`src/design/spq_pkg.sv`:
```
// Shared constants and types of the sorted priority queue.
package spq_pkg;

    localparam int DEPTH_DEF     = 16;
    localparam int PRIO_BITS_DEF = 16;
    localparam int TAG_BITS_DEF  = 16;

    // Request codes.
    localparam logic [1:0] REQ_INSERT = 2'd0;
    localparam logic [1:0] REQ_REMOVE = 2'd1;
    localparam logic [1:0] REQ_PEEK   = 2'd2;

    // Response status codes.
    localparam logic [1:0] ST_OK    = 2'd0;
    localparam logic [1:0] ST_EMPTY = 2'd1;
    localparam logic [1:0] ST_FULL  = 2'd2;

    // Shift command broadcast to every cell of the chain.
    typedef struct packed {
        logic insert;
        logic remove;
    } t_cell_ctl;

endpackage

```
`src/design/spq_req_if.sv`:
```
// Request channel of the sorted priority queue.
interface spq_req_if #(
    parameter int PRIO_BITS = spq_pkg::PRIO_BITS_DEF,
    parameter int TAG_BITS  = spq_pkg::TAG_BITS_DEF
);
    logic                        valid;
    logic                        ready;
    logic [1:0]                  req_type;
    logic signed [PRIO_BITS-1:0] priority_req;
    logic [TAG_BITS-1:0]         payload;

    modport source (output valid, output req_type, output priority_req,
                    output payload, input ready);
    modport sink   (input valid, input req_type, input priority_req,
                    input payload, output ready);
endinterface

```
`src/design/spq_rsp_if.sv`:
```
// Response channel of the sorted priority queue.
interface spq_rsp_if #(
    parameter int PRIO_BITS = spq_pkg::PRIO_BITS_DEF,
    parameter int TAG_BITS  = spq_pkg::TAG_BITS_DEF,
    parameter int CNT_W     = $clog2(spq_pkg::DEPTH_DEF + 1)
);
    logic                        valid;
    logic                        ready;
    logic [1:0]                  status;
    logic [TAG_BITS-1:0]         head_payload;
    logic signed [PRIO_BITS-1:0] head_priority;
    logic [CNT_W-1:0]            entry_count;

    modport source (output valid, output status, output head_payload,
                    output head_priority, output entry_count, input ready);
    modport sink   (input valid, input status, input head_payload,
                    input head_priority, input entry_count, output ready);
endinterface

```
`src/design/sorted_priority_queue.sv`:
```
// Sorted priority queue top level: a chain of shifting cells with a registered response.
// The response to a request is registered and appears in the cycle after the request is accepted.
// Throughput: one request per cycle while responses are drained; every cell compares and shifts in the same cycle.
// A request is taken while the response register is empty or being drained.
// Reset clears the entry count and the response valid; the cell contents are left as they are.
module sorted_priority_queue #(
    parameter int DEPTH     = spq_pkg::DEPTH_DEF,
    parameter int PRIO_BITS = spq_pkg::PRIO_BITS_DEF,
    parameter int TAG_BITS  = spq_pkg::TAG_BITS_DEF,
    parameter int CNT_W     = $clog2(DEPTH + 1)
) (
    input  logic             i_clk,
    input  logic             i_rst_n,
    spq_req_if.sink          i_req,
    spq_rsp_if.source        o_rsp
);
    import spq_pkg::*;

    logic [CNT_W-1:0]            r_count, n_count;
    logic                        r_rsp_valid;
    logic [1:0]                  r_status, n_status;
    logic [TAG_BITS-1:0]         r_head_tag, n_head_tag;
    logic signed [PRIO_BITS-1:0] r_head_prio, n_head_prio;

    logic                        accept;
    logic                        full;
    logic                        empty;
    t_cell_ctl                   ctl;

    logic                        w_ge   [DEPTH];
    logic signed [PRIO_BITS-1:0] w_prio [DEPTH];
    logic [TAG_BITS-1:0]         w_tag  [DEPTH];

    assign i_req.ready = !r_rsp_valid || o_rsp.ready;
    assign accept      = i_req.valid && i_req.ready;
    assign full        = (r_count == CNT_W'(DEPTH));
    assign empty       = (r_count == '0);

    always_comb begin
        ctl         = '0;
        n_count     = r_count;
        n_status    = ST_OK;
        n_head_tag  = '0;
        n_head_prio = '0;
        unique case (i_req.req_type) inside
            REQ_INSERT: begin
                if (full) begin
                    n_status = ST_FULL;
                end else begin
                    ctl.insert = accept;
                    n_count    = r_count + CNT_W'(1);
                end
            end
            REQ_REMOVE, REQ_PEEK: begin
                if (empty) begin
                    n_status = ST_EMPTY;
                end else begin
                    n_head_tag  = w_tag[0];
                    n_head_prio = w_prio[0];
                    if (i_req.req_type == REQ_REMOVE) begin
                        ctl.remove = accept;
                        n_count    = r_count - CNT_W'(1);
                    end
                end
            end
            default: begin
                n_status = ST_OK;
            end
        endcase
    end

    genvar gi;
    generate
        for (gi = 0; gi < DEPTH; gi++) begin : g_cell
            logic                        prev_ge;
            logic signed [PRIO_BITS-1:0] prev_prio, next_prio;
            logic [TAG_BITS-1:0]         prev_tag, next_tag;

            if (gi == 0) begin : g_first
                assign prev_ge   = 1'b1;
                assign prev_prio = '0;
                assign prev_tag  = '0;
            end else begin : g_mid
                assign prev_ge   = w_ge[gi-1];
                assign prev_prio = w_prio[gi-1];
                assign prev_tag  = w_tag[gi-1];
            end

            if (gi == DEPTH - 1) begin : g_last
                assign next_prio = '0;
                assign next_tag  = '0;
            end else begin : g_inner
                assign next_prio = w_prio[gi+1];
                assign next_tag  = w_tag[gi+1];
            end

            spq_cell #(
                .PRIO_BITS (PRIO_BITS),
                .TAG_BITS  (TAG_BITS)
            ) u_cell (
                .i_clk       (i_clk),
                .i_ctl       (ctl),
                .i_occupied  (CNT_W'(gi) < r_count),
                .i_new_prio  (i_req.priority_req),
                .i_new_tag   (i_req.payload),
                .i_prev_ge   (prev_ge),
                .i_prev_prio (prev_prio),
                .i_prev_tag  (prev_tag),
                .i_next_prio (next_prio),
                .i_next_tag  (next_tag),
                .o_ge        (w_ge[gi]),
                .o_prio      (w_prio[gi]),
                .o_tag       (w_tag[gi])
            );
        end
    endgenerate

    always_ff @(posedge i_clk) begin
        if (!i_rst_n) begin
            r_count     <= '0;
            r_rsp_valid <= 1'b0;
        end else begin
            if (accept) begin
                r_count     <= n_count;
                r_rsp_valid <= 1'b1;
            end else if (o_rsp.ready) begin
                r_rsp_valid <= 1'b0;
            end
        end
    end

    always_ff @(posedge i_clk) begin
        if (accept) begin
            r_status    <= n_status;
            r_head_tag  <= n_head_tag;
            r_head_prio <= n_head_prio;
        end
    end

    assign o_rsp.valid         = r_rsp_valid;
    assign o_rsp.status        = r_status;
    assign o_rsp.head_payload  = r_head_tag;
    assign o_rsp.head_priority = r_head_prio;
    assign o_rsp.entry_count   = r_count;

`ifndef SYNTHESIS
    a_count_bound: assert property (@(posedge i_clk) disable iff (!i_rst_n)
        r_count <= CNT_W'(DEPTH))
        else $error("entry count exceeds queue depth");

    a_insert_grows: assert property (@(posedge i_clk) disable iff (!i_rst_n)
        accept && i_req.req_type == REQ_INSERT && !full
        |=> r_count == $past(r_count) + CNT_W'(1))
        else $error("accepted insert did not add an entry");

    a_rsp_follows: assert property (@(posedge i_clk) disable iff (!i_rst_n)
        accept |=> o_rsp.valid)
        else $error("accepted request produced no response");

    a_full_rejects: assert property (@(posedge i_clk) disable iff (!i_rst_n)
        accept && i_req.req_type == REQ_INSERT && full
        |=> o_rsp.status == ST_FULL && $stable(r_count))
        else $error("insert into full queue was not rejected");
`endif
endmodule

```
`src/design/spq_cell.sv`:
```
// One slot of the sorted shift chain: holds one entry and moves it on insert or remove.
module spq_cell #(
    parameter int PRIO_BITS = spq_pkg::PRIO_BITS_DEF,
    parameter int TAG_BITS  = spq_pkg::TAG_BITS_DEF
) (
    input  logic                        i_clk,
    input  spq_pkg::t_cell_ctl          i_ctl,
    input  logic                        i_occupied,
    input  logic signed [PRIO_BITS-1:0] i_new_prio,
    input  logic [TAG_BITS-1:0]         i_new_tag,
    input  logic                        i_prev_ge,
    input  logic signed [PRIO_BITS-1:0] i_prev_prio,
    input  logic [TAG_BITS-1:0]         i_prev_tag,
    input  logic signed [PRIO_BITS-1:0] i_next_prio,
    input  logic [TAG_BITS-1:0]         i_next_tag,
    output logic                        o_ge,
    output logic signed [PRIO_BITS-1:0] o_prio,
    output logic [TAG_BITS-1:0]         o_tag
);
    import spq_pkg::*;

    logic signed [PRIO_BITS-1:0] r_prio, n_prio;
    logic [TAG_BITS-1:0]         r_tag, n_tag;

    // A held entry of equal or greater priority stays ahead of the new one.
    assign o_ge = i_occupied && (r_prio >= i_new_prio);

    always_comb begin
        n_prio = r_prio;
        n_tag  = r_tag;
        if (i_ctl.insert && !o_ge) begin
            if (i_prev_ge) begin
                n_prio = i_new_prio;
                n_tag  = i_new_tag;
            end else begin
                n_prio = i_prev_prio;
                n_tag  = i_prev_tag;
            end
        end else if (i_ctl.remove) begin
            n_prio = i_next_prio;
            n_tag  = i_next_tag;
        end
    end

    always_ff @(posedge i_clk) begin
        r_prio <= n_prio;
        r_tag  <= n_tag;
    end

    assign o_prio = r_prio;
    assign o_tag  = r_tag;
endmodule

```
`src/flat_wrapper.sv`:
```
// flat-port wrapper written by rule: the top's interface ports become plain ports
module sorted_priority_queue_flat import spq_pkg::*;
#(
    parameter int DEPTH     = spq_pkg::DEPTH_DEF,
    parameter int PRIO_BITS = spq_pkg::PRIO_BITS_DEF,
    parameter int TAG_BITS  = spq_pkg::TAG_BITS_DEF,
    parameter int CNT_W     = $clog2(DEPTH + 1)
)
  (i_clk, i_rst_n, i_req_valid, i_req_req_type, i_req_priority_req, i_req_payload, i_req_ready, o_rsp_valid, o_rsp_status, o_rsp_head_payload, o_rsp_head_priority, o_rsp_entry_count, o_rsp_ready);
  spq_req_if #(.PRIO_BITS(PRIO_BITS), .TAG_BITS(TAG_BITS)) i_req_i ();
  spq_rsp_if #(.PRIO_BITS(PRIO_BITS), .TAG_BITS(TAG_BITS), .CNT_W(CNT_W)) o_rsp_i ();
  input  logic i_clk;
  input  logic i_rst_n;
  input wire logic [$bits(i_req_i.valid)-1:0] i_req_valid;
  input wire logic [$bits(i_req_i.req_type)-1:0] i_req_req_type;
  input wire logic [$bits(i_req_i.priority_req)-1:0] i_req_priority_req;
  input wire logic [$bits(i_req_i.payload)-1:0] i_req_payload;
  output wire logic [$bits(i_req_i.ready)-1:0] i_req_ready;
  output wire logic [$bits(o_rsp_i.valid)-1:0] o_rsp_valid;
  output wire logic [$bits(o_rsp_i.status)-1:0] o_rsp_status;
  output wire logic [$bits(o_rsp_i.head_payload)-1:0] o_rsp_head_payload;
  output wire logic [$bits(o_rsp_i.head_priority)-1:0] o_rsp_head_priority;
  output wire logic [$bits(o_rsp_i.entry_count)-1:0] o_rsp_entry_count;
  input wire logic [$bits(o_rsp_i.ready)-1:0] o_rsp_ready;
  assign i_req_i.valid = i_req_valid;
  assign i_req_i.req_type = i_req_req_type;
  assign i_req_i.priority_req = i_req_priority_req;
  assign i_req_i.payload = i_req_payload;
  assign i_req_ready = i_req_i.ready;
  assign o_rsp_valid = o_rsp_i.valid;
  assign o_rsp_status = o_rsp_i.status;
  assign o_rsp_head_payload = o_rsp_i.head_payload;
  assign o_rsp_head_priority = o_rsp_i.head_priority;
  assign o_rsp_entry_count = o_rsp_i.entry_count;
  assign o_rsp_i.ready = o_rsp_ready;
  sorted_priority_queue #(.DEPTH(DEPTH), .PRIO_BITS(PRIO_BITS), .TAG_BITS(TAG_BITS), .CNT_W(CNT_W)) u_core (.i_clk(i_clk), .i_rst_n(i_rst_n), .i_req(i_req_i), .o_rsp(o_rsp_i));
endmodule
```
`config.mk`:
```
export PLATFORM = sky130hd
export DESIGN_NAME = sorted_priority_queue_flat
export DESIGN_NICKNAME = d
export VERILOG_FILES = /design/src/design/spq_pkg.sv /design/src/design/spq_req_if.sv /design/src/design/spq_rsp_if.sv /design/src/design/sorted_priority_queue.sv /design/src/design/spq_cell.sv /design/src/flat_wrapper.sv
export SDC_FILE = /design/constraint.sdc
export NUM_CORES = 1
export LEC_CHECK = 0
export BUFFER_PORTS_ARGS = -buffer_cell sky130_fd_sc_hd__buf_2
export CAP_MARGIN = 10
export CELL_PAD_IN_SITES_DETAIL_PLACEMENT = 0
export CELL_PAD_IN_SITES_GLOBAL_PLACEMENT = 1
export CORE_UTILIZATION = 44
export CTS_BUF_LIST = sky130_fd_sc_hd__clkbuf_4 sky130_fd_sc_hd__clkbuf_8
export CTS_CLUSTER_SIZE = 25
export DETAILED_ROUTE_END_ITERATION = 10
export GPL_TIMING_DRIVEN = 0
export PLACE_DENSITY = 0.74
export SYNTH_ARGS = -nofsm -noshare
export SYNTH_HDL_FRONTEND = slang
export SYNTH_HIERARCHICAL = 1
export SYNTH_SLANG_ARGS = --single-unit
export TNS_END_PERCENT = 5
```
`constraint.sdc`:
```
create_clock -name i_clk -period 6.6 [get_ports i_clk]
set_clock_uncertainty 0.15 [all_clocks]
set_input_delay 1.32 -clock i_clk [delete_from_list [all_inputs] [get_ports i_clk]]
set_output_delay 1.32 -clock i_clk [all_outputs]
set_load 0.1 [all_outputs]
```
# Word level (Yosys, flattened, before mapping)
# Cells that the tools add are included.
# W data, S select, Z words.
# totals
ff_bits	552
out_inout_bits	41
wordCells	259
input_bits	38
# op_classes
muxes	107
n_eq_ne	6
n_bitwise	1
n_addsub	2
magnitude_cmp	32
n_reduce_logical	74
# op_table
op	count
$mux W16	93
$ge A16 B16 Y1	16
$lt A4 B5 Y1 const A	8
$reduce_bool A2 Y1	18
$logic_and A1 B1 Y1	33
$lt A3 B5 Y1 const A	4
$logic_not A1 Y1	17
$mux W5	3
$lt A1 B5 Y1 const A	2
$lt A2 B5 Y1 const A	2
$pmux W5 S2	1
$mux W1	8
$add A5 B1 Y5 const B	1
$eq A5 B5 Y1 const B	1
$logic_not A5 Y1	1
$reduce_and A5 Y1	1
$sub A5 B1 Y5 const B	1
$ne A2 B2 Y1 const B	2
$pmux W2 S2	1
$reduce_or A2 Y1	2
$eq A2 B1 Y1 const B	1
$eq A2 B2 Y1 const B	1
$logic_not A2 Y1	1
$mux W2	1
3 further kinds	3

# Logic depth before layout (Yosys ltp)
# logic_depth
word_depth	8
ltp_mapped	12
ltp_nobuf	10

# Cells and area by module
# The synthesis kept the hierarchy.
# modules_own_cells
module	instances	area_each_um2	seq_area_each_um2	cells_each
spq_cell at u_core.g_cell[0].u_cell ...	13	2223.4	960.9	167
spq_cell at u_core.g_cell[7].u_cell ...	3	2205.9	960.9	167
sorted_priority_queue	1	1901.8	1141.1	161

# Least setup slack after synthesis
# Ideal clock, no wire load.
# synth_timing
kind	input-to-reg
start	input o_rsp_ready
end	register u_core.g_cell[0].u_cell.r_prio[0], enable pin
path_slack_ns	0.593
setup_ns	0.375
stages	7
t_required_ns	6.075
path_buffers	1
arrival_ns	5.482
path_cell_list	nand2b_1 > and2_1 > and3_1 > o311ai_0 > o311ai_4 > buf_6 > or2_2
# synth_lines
element	line_no	source
start, declared	flat_wrapper.sv:24	input wire logic [$bits(o_rsp_i.ready)-1:0] o_rsp_ready;
end signal, assigned	spq_cell.sv:46	r_prio <= n_prio;
end, declared	spq_cell.sv:22	logic signed [PRIO_BITS-1:0] r_prio, n_prio;

# Worst setup path in the final report
# layout_timing
start	input i_req_priority_req[15]
end	register u_core.g_cell[2].u_cell.r_prio[2], data pin
# layout_via
elab_cells_between_ends	8
classes_between	order compare: 2; mux: 2; reduce/logical: 4
# layout_lines
element	line_no	source
start, declared	flat_wrapper.sv:16	input wire logic [$bits(i_req_i.priority_req)-1:0] i_req_priority_req;
$ge A16 B16 Y1	spq_cell.sv:26	assign o_ge = i_occupied && (r_prio >= i_new_prio);
$logic_and A1 B1 Y1	spq_cell.sv:26	
named net u_core.g_cell[2].prev_ge	sorted_priority_queue.sv:75	logic prev_ge;
$mux W16	spq_cell.sv:32	if (i_prev_ge) begin
$mux W16	spq_cell.sv:31	if (i_ctl.insert && !o_ge) begin
named net u_core.g_cell[2].u_cell.n_prio[2]	spq_cell.sv:22	
end signal, assigned	spq_cell.sv:46	
end, declared	spq_cell.sv:22	
# The timed path passes the listed nets, and every way through them passes these cells.
# A chain may end at the register's enable or synchronous reset.

==> PnR_summary.wiki <==
{| class="wikitable"
! Metric !! Value
|-
| Dominant delay contributor by cell family on the critical path || buffers and inverters
|-
| Pwr Total || approximately 9.3 mW
|-
| Width of the die || 294 µm
|-
| Clock latency on the worst-skew pair || 0.71 ns
|-
| Number of endpoints with negative hold slack in the final report || 0
|-
| Transition time of the tightest slew-check pin || 1.03 ns
|-
| Number of buffers inserted by post-CTS setup repair || 0
|-
| CTS Buf Count || 99
|-
| Global-route total usage across every layer || 0.200
|-
| Y dimension of the die || 294 µm
|-
| Count of max-cap constraint violations || 0
|-
| DRC viols || 0
|-
| Total I/O pin count || 79
|-
| Worst Path Class, Setup || in2reg
|-
| Clock transition at the registers of the reported paths || ~0.060 ns
|-
| Clock tree from TritonCTS || done
|-
| Vias per inst || ~5.4
|-
| Per-cell routed wire length || 20.1 µm
|-
| RSZ-0062 raised after global routing || false
|-
| Worst rel slew slack || 0.315
|-
| Last element of the critical path || u_core/g_cell[2].u_cell/o_prio[2]
|-
| Cell chain of the critical path || buf_2 > inv_1 > ha_1 > nand4_1 > or3_2 > a21oi_1 > or3_4 > xnor2_1 > o21a_1 > clkbuf_1 > clkbuf_1 > mux2_2 > mux2_2
|-
| Highest routing layer actually used || met4
|-
| Largest stage delay on the critical path || 0.57 ns
|-
| Maximum number of pins on one net before global-route repair || 49
|-
| TritonCTS sink count || ~550
|-
| Minimum setup slack among reg-to-reg paths || 1.79 ns
|-
| Nets@finish || 3376
|-
| Initial antenna violation count || 1
|-
| Category of the worst setup path capture point || flip-flop
|-
| Mean Syn Cell Area || 13.2 µm²
|-
| Period utilisation layout || 0.807
|-
| # resized after CTS || 0
|-
| Arr. time, crit path || 5.61 ns
|-
| Final HPWL from detailed placement || 68.3 mm
|-
| Detailed router's first-iteration violation count || approximately 1100
|-
| Antenna viol nets, final || 0
|-
| Area of the mapped netlist || 0.0374 mm²
|-
| Via count of the first global-routing pass || 24800
|-
| Clock period minus worst slack || 5.32 ns
|-
| Metal1 wirelength || 38.1 mm
|-
| Clock Root Buffer || sky130_fd_sc_hd__clkbuf_8
|-
| Number of setup violations in the final report || 0
|-
| Maximum level of the CTS H-tree || 3
|-
| Maximum ir drop on the vdd rail || 0.131 mV
|-
| Number of stages on the worst setup path || 13
|-
| Synthesis-to-layout area growth || 10.6%
|-
| Status || finished, final reports clean
|-
| Sum of negative setup slack || 0 ns
|-
| Final slew viol count || 0
|-
| Number of standard cells in the layout, taps in and fillers out || 4280
|-
| Total number of vias || roughly 23000
|-
| Wire length of the first global-routing pass || 137 mm
|-
| Final routed wirelength across all metal layers || approximately 86 mm
|-
| Number of cell instances on the worst register-to-register path || 9
|-
| Slowest stage cell on the critical path || sky130_fd_sc_hd__buf_2
|-
| Congestion Overflow GR || 0
|-
| First-pass detailed-route iteration total || 5
|-
| Number of buffer and inverter stages on the critical path || 4
|-
| Proportion of layout cells with a drive suffix above 1 || 0.408
|-
| Detailed-routed wire length on met3 || between 2 and 3 mm
|-
| Cell count after synthesis || 2831
|-
| Routability congestion estimate from global placement || 0.936
|-
| Maximum net fanout on the critical path || 32
|-
| Max Buffers Root-to-Sink || 3
|-
| Critical path required time || 6.89 ns
|-
| Starting density of the core || 0.446
|-
| Startpoint types || primary input
|-
| Total of warnings raised by yosys || 6
|-
| Count of port buffers added during placement || 78
|-
| Die area || approximately 0.086 mm²
|-
| Core Util, Final || 0.493
|-
| Core Region || 0.0840 mm²
|-
| Number of cells after detailed placement || 4108
|-
| Hold_ws || ~0.39 ns
|-
| Class of the tightest hold or removal check || reg2reg
|-
| P per Cell Area || ~220 mW/mm²
|-
| Capture instance of the worst register-to-register path || u_core/g_cell[15].u_cell/o_tag[7]
|-
| Startpoint of the most critical register-to-register path || u_core/o_rsp.entry_count[0]
|-
| Met2 WL post-DR || about 43 mm
|-
| Static Leak || 15.8 nW
|-
| Hold Buf Count CTS || 0
|-
| Startpoint of the worst setup timing path || i_req_priority_req[15]
|-
| Number of standard-cell rows in the floorplan || 106
|-
| Highest clock frequency the design can meet || between 150 and 200 MHz
|}
[worst register-to-register path: cells and delay by family (launching register included)]
| family | cells | cell delay (ns) |
|---|---|---|
| and+or+nand+nor | 4 | 2.38 |
| buffers and inverters | 3 | 0.81 |
| DFF | 1 | 0.38 |
| AOI/OAI and AO/OA | 1 | 0.38 |
| adders and majority gates | 1 | 0.27 |
[cell type report]
type                    count  area (µm²)
diodes                      1        2.50
plain buffers             124         830
clock buffers             136        1660
clock inverters            35         210
fillers                  7398       42600
inverters                 281        1050
multi-input cells        1937       19200
flip-flops and latches    552       16500
well taps                1134        1420
repair buffers             80         429
[power by group]
| part | switching, mW | internal [mW] | leakage (nW) |
|---|---|---|---|
| clock network | 1.45 | 1.66 | 0.987 |
| logic | 0.952 | 0.837 | 9.73 |
| registers | 0.160 | 4.21 | 5.12 |
| total | 2.56 | 6.71 | 15.8 |
[per-stage QoR]
stage                     cell area (µm²)  setup slack, ns
after global placement              39500           -0.284
after floorplan                     37600            0.593
final                               41400             1.28
after CTS                           41400             1.39
after detailed placement            39500            0.630
after global routing                41400             1.24
[cell usage in the layout (no fill, tap or decap), types with 16 or more instances in the layout]
cell	instances
sky130_fd_sc_hd__a21oi_1	128
sky130_fd_sc_hd__and3_1	32
sky130_fd_sc_hd__buf_2	78
sky130_fd_sc_hd__buf_6	49
sky130_fd_sc_hd__clkbuf_1	75
sky130_fd_sc_hd__clkbuf_4	34
sky130_fd_sc_hd__clkbuf_8	102
sky130_fd_sc_hd__clkinv_1	20
sky130_fd_sc_hd__conb_1	65
sky130_fd_sc_hd__edfxtp_1	546
sky130_fd_sc_hd__ha_1	263
sky130_fd_sc_hd__inv_1	281
sky130_fd_sc_hd__mux2_1	87
sky130_fd_sc_hd__mux2_2	873
sky130_fd_sc_hd__mux2_4	65
sky130_fd_sc_hd__nand2_1	47
sky130_fd_sc_hd__nand2b_1	25
sky130_fd_sc_hd__nand3_1	34
sky130_fd_sc_hd__nand4_1	64
sky130_fd_sc_hd__nor2_1	20
sky130_fd_sc_hd__nor2b_1	16
sky130_fd_sc_hd__nor4_1	16
sky130_fd_sc_hd__o211ai_1	17
sky130_fd_sc_hd__o21a_1	16
sky130_fd_sc_hd__o21ai_0	24
sky130_fd_sc_hd__o311ai_4	16
sky130_fd_sc_hd__or2_2	16
sky130_fd_sc_hd__xnor2_1	16
[worst min path at each step]
stage / cells after the start / slack, ns / to / startpoint
after global placement: 1 / 0.38 / u_core/g_cell[14].u_cell/o_tag[15] / u_core/g_cell[15].u_cell/o_tag[15]
after global routing: 1 / 0.42 / u_core/g_cell[14].u_cell/o_tag[7] / u_core/g_cell[15].u_cell/o_tag[7]
after detailed placement: 1 / 0.38 / u_core/g_cell[14].u_cell/o_tag[2] / u_core/g_cell[15].u_cell/o_tag[2]
final: 1 / 0.39 / u_core/g_cell[14].u_cell/o_tag[7] / u_core/g_cell[15].u_cell/o_tag[7]
after floorplan: 1 / 0.37 / u_core/g_cell[7].u_cell/o_tag[10] / u_core/g_cell[8].u_cell/o_tag[10]
after CTS: 1 / 0.40 / u_core/g_cell[14].u_cell/o_tag[2] / u_core/g_cell[15].u_cell/o_tag[2]
[flip-flops by register name, summed over array words and instances (netlist names)]
name                         cells
u_core/o_rsp.status              2
u_core/g_cell.u_cell/o_prio    256
u_core/o_rsp.entry_count         5
u_core/o_rsp.head_priority      16
u_core/g_cell.u_cell/o_tag     256
u_core/o_rsp.valid               1
u_core/o_rsp.head_payload       16
[layer usage]
| layer | GRT usage | vias to the layer above |
|---|---|---|
| met5 | 0 | - |
| met4 | 0.0648 | 0 |
| met3 | 0.0281 | 156 |
| met2 | 0.353 | 500 |
| met1 | 0.252 | 11200 |
| li1 | - | 11200 |
(Power assumes the default switching activity.)
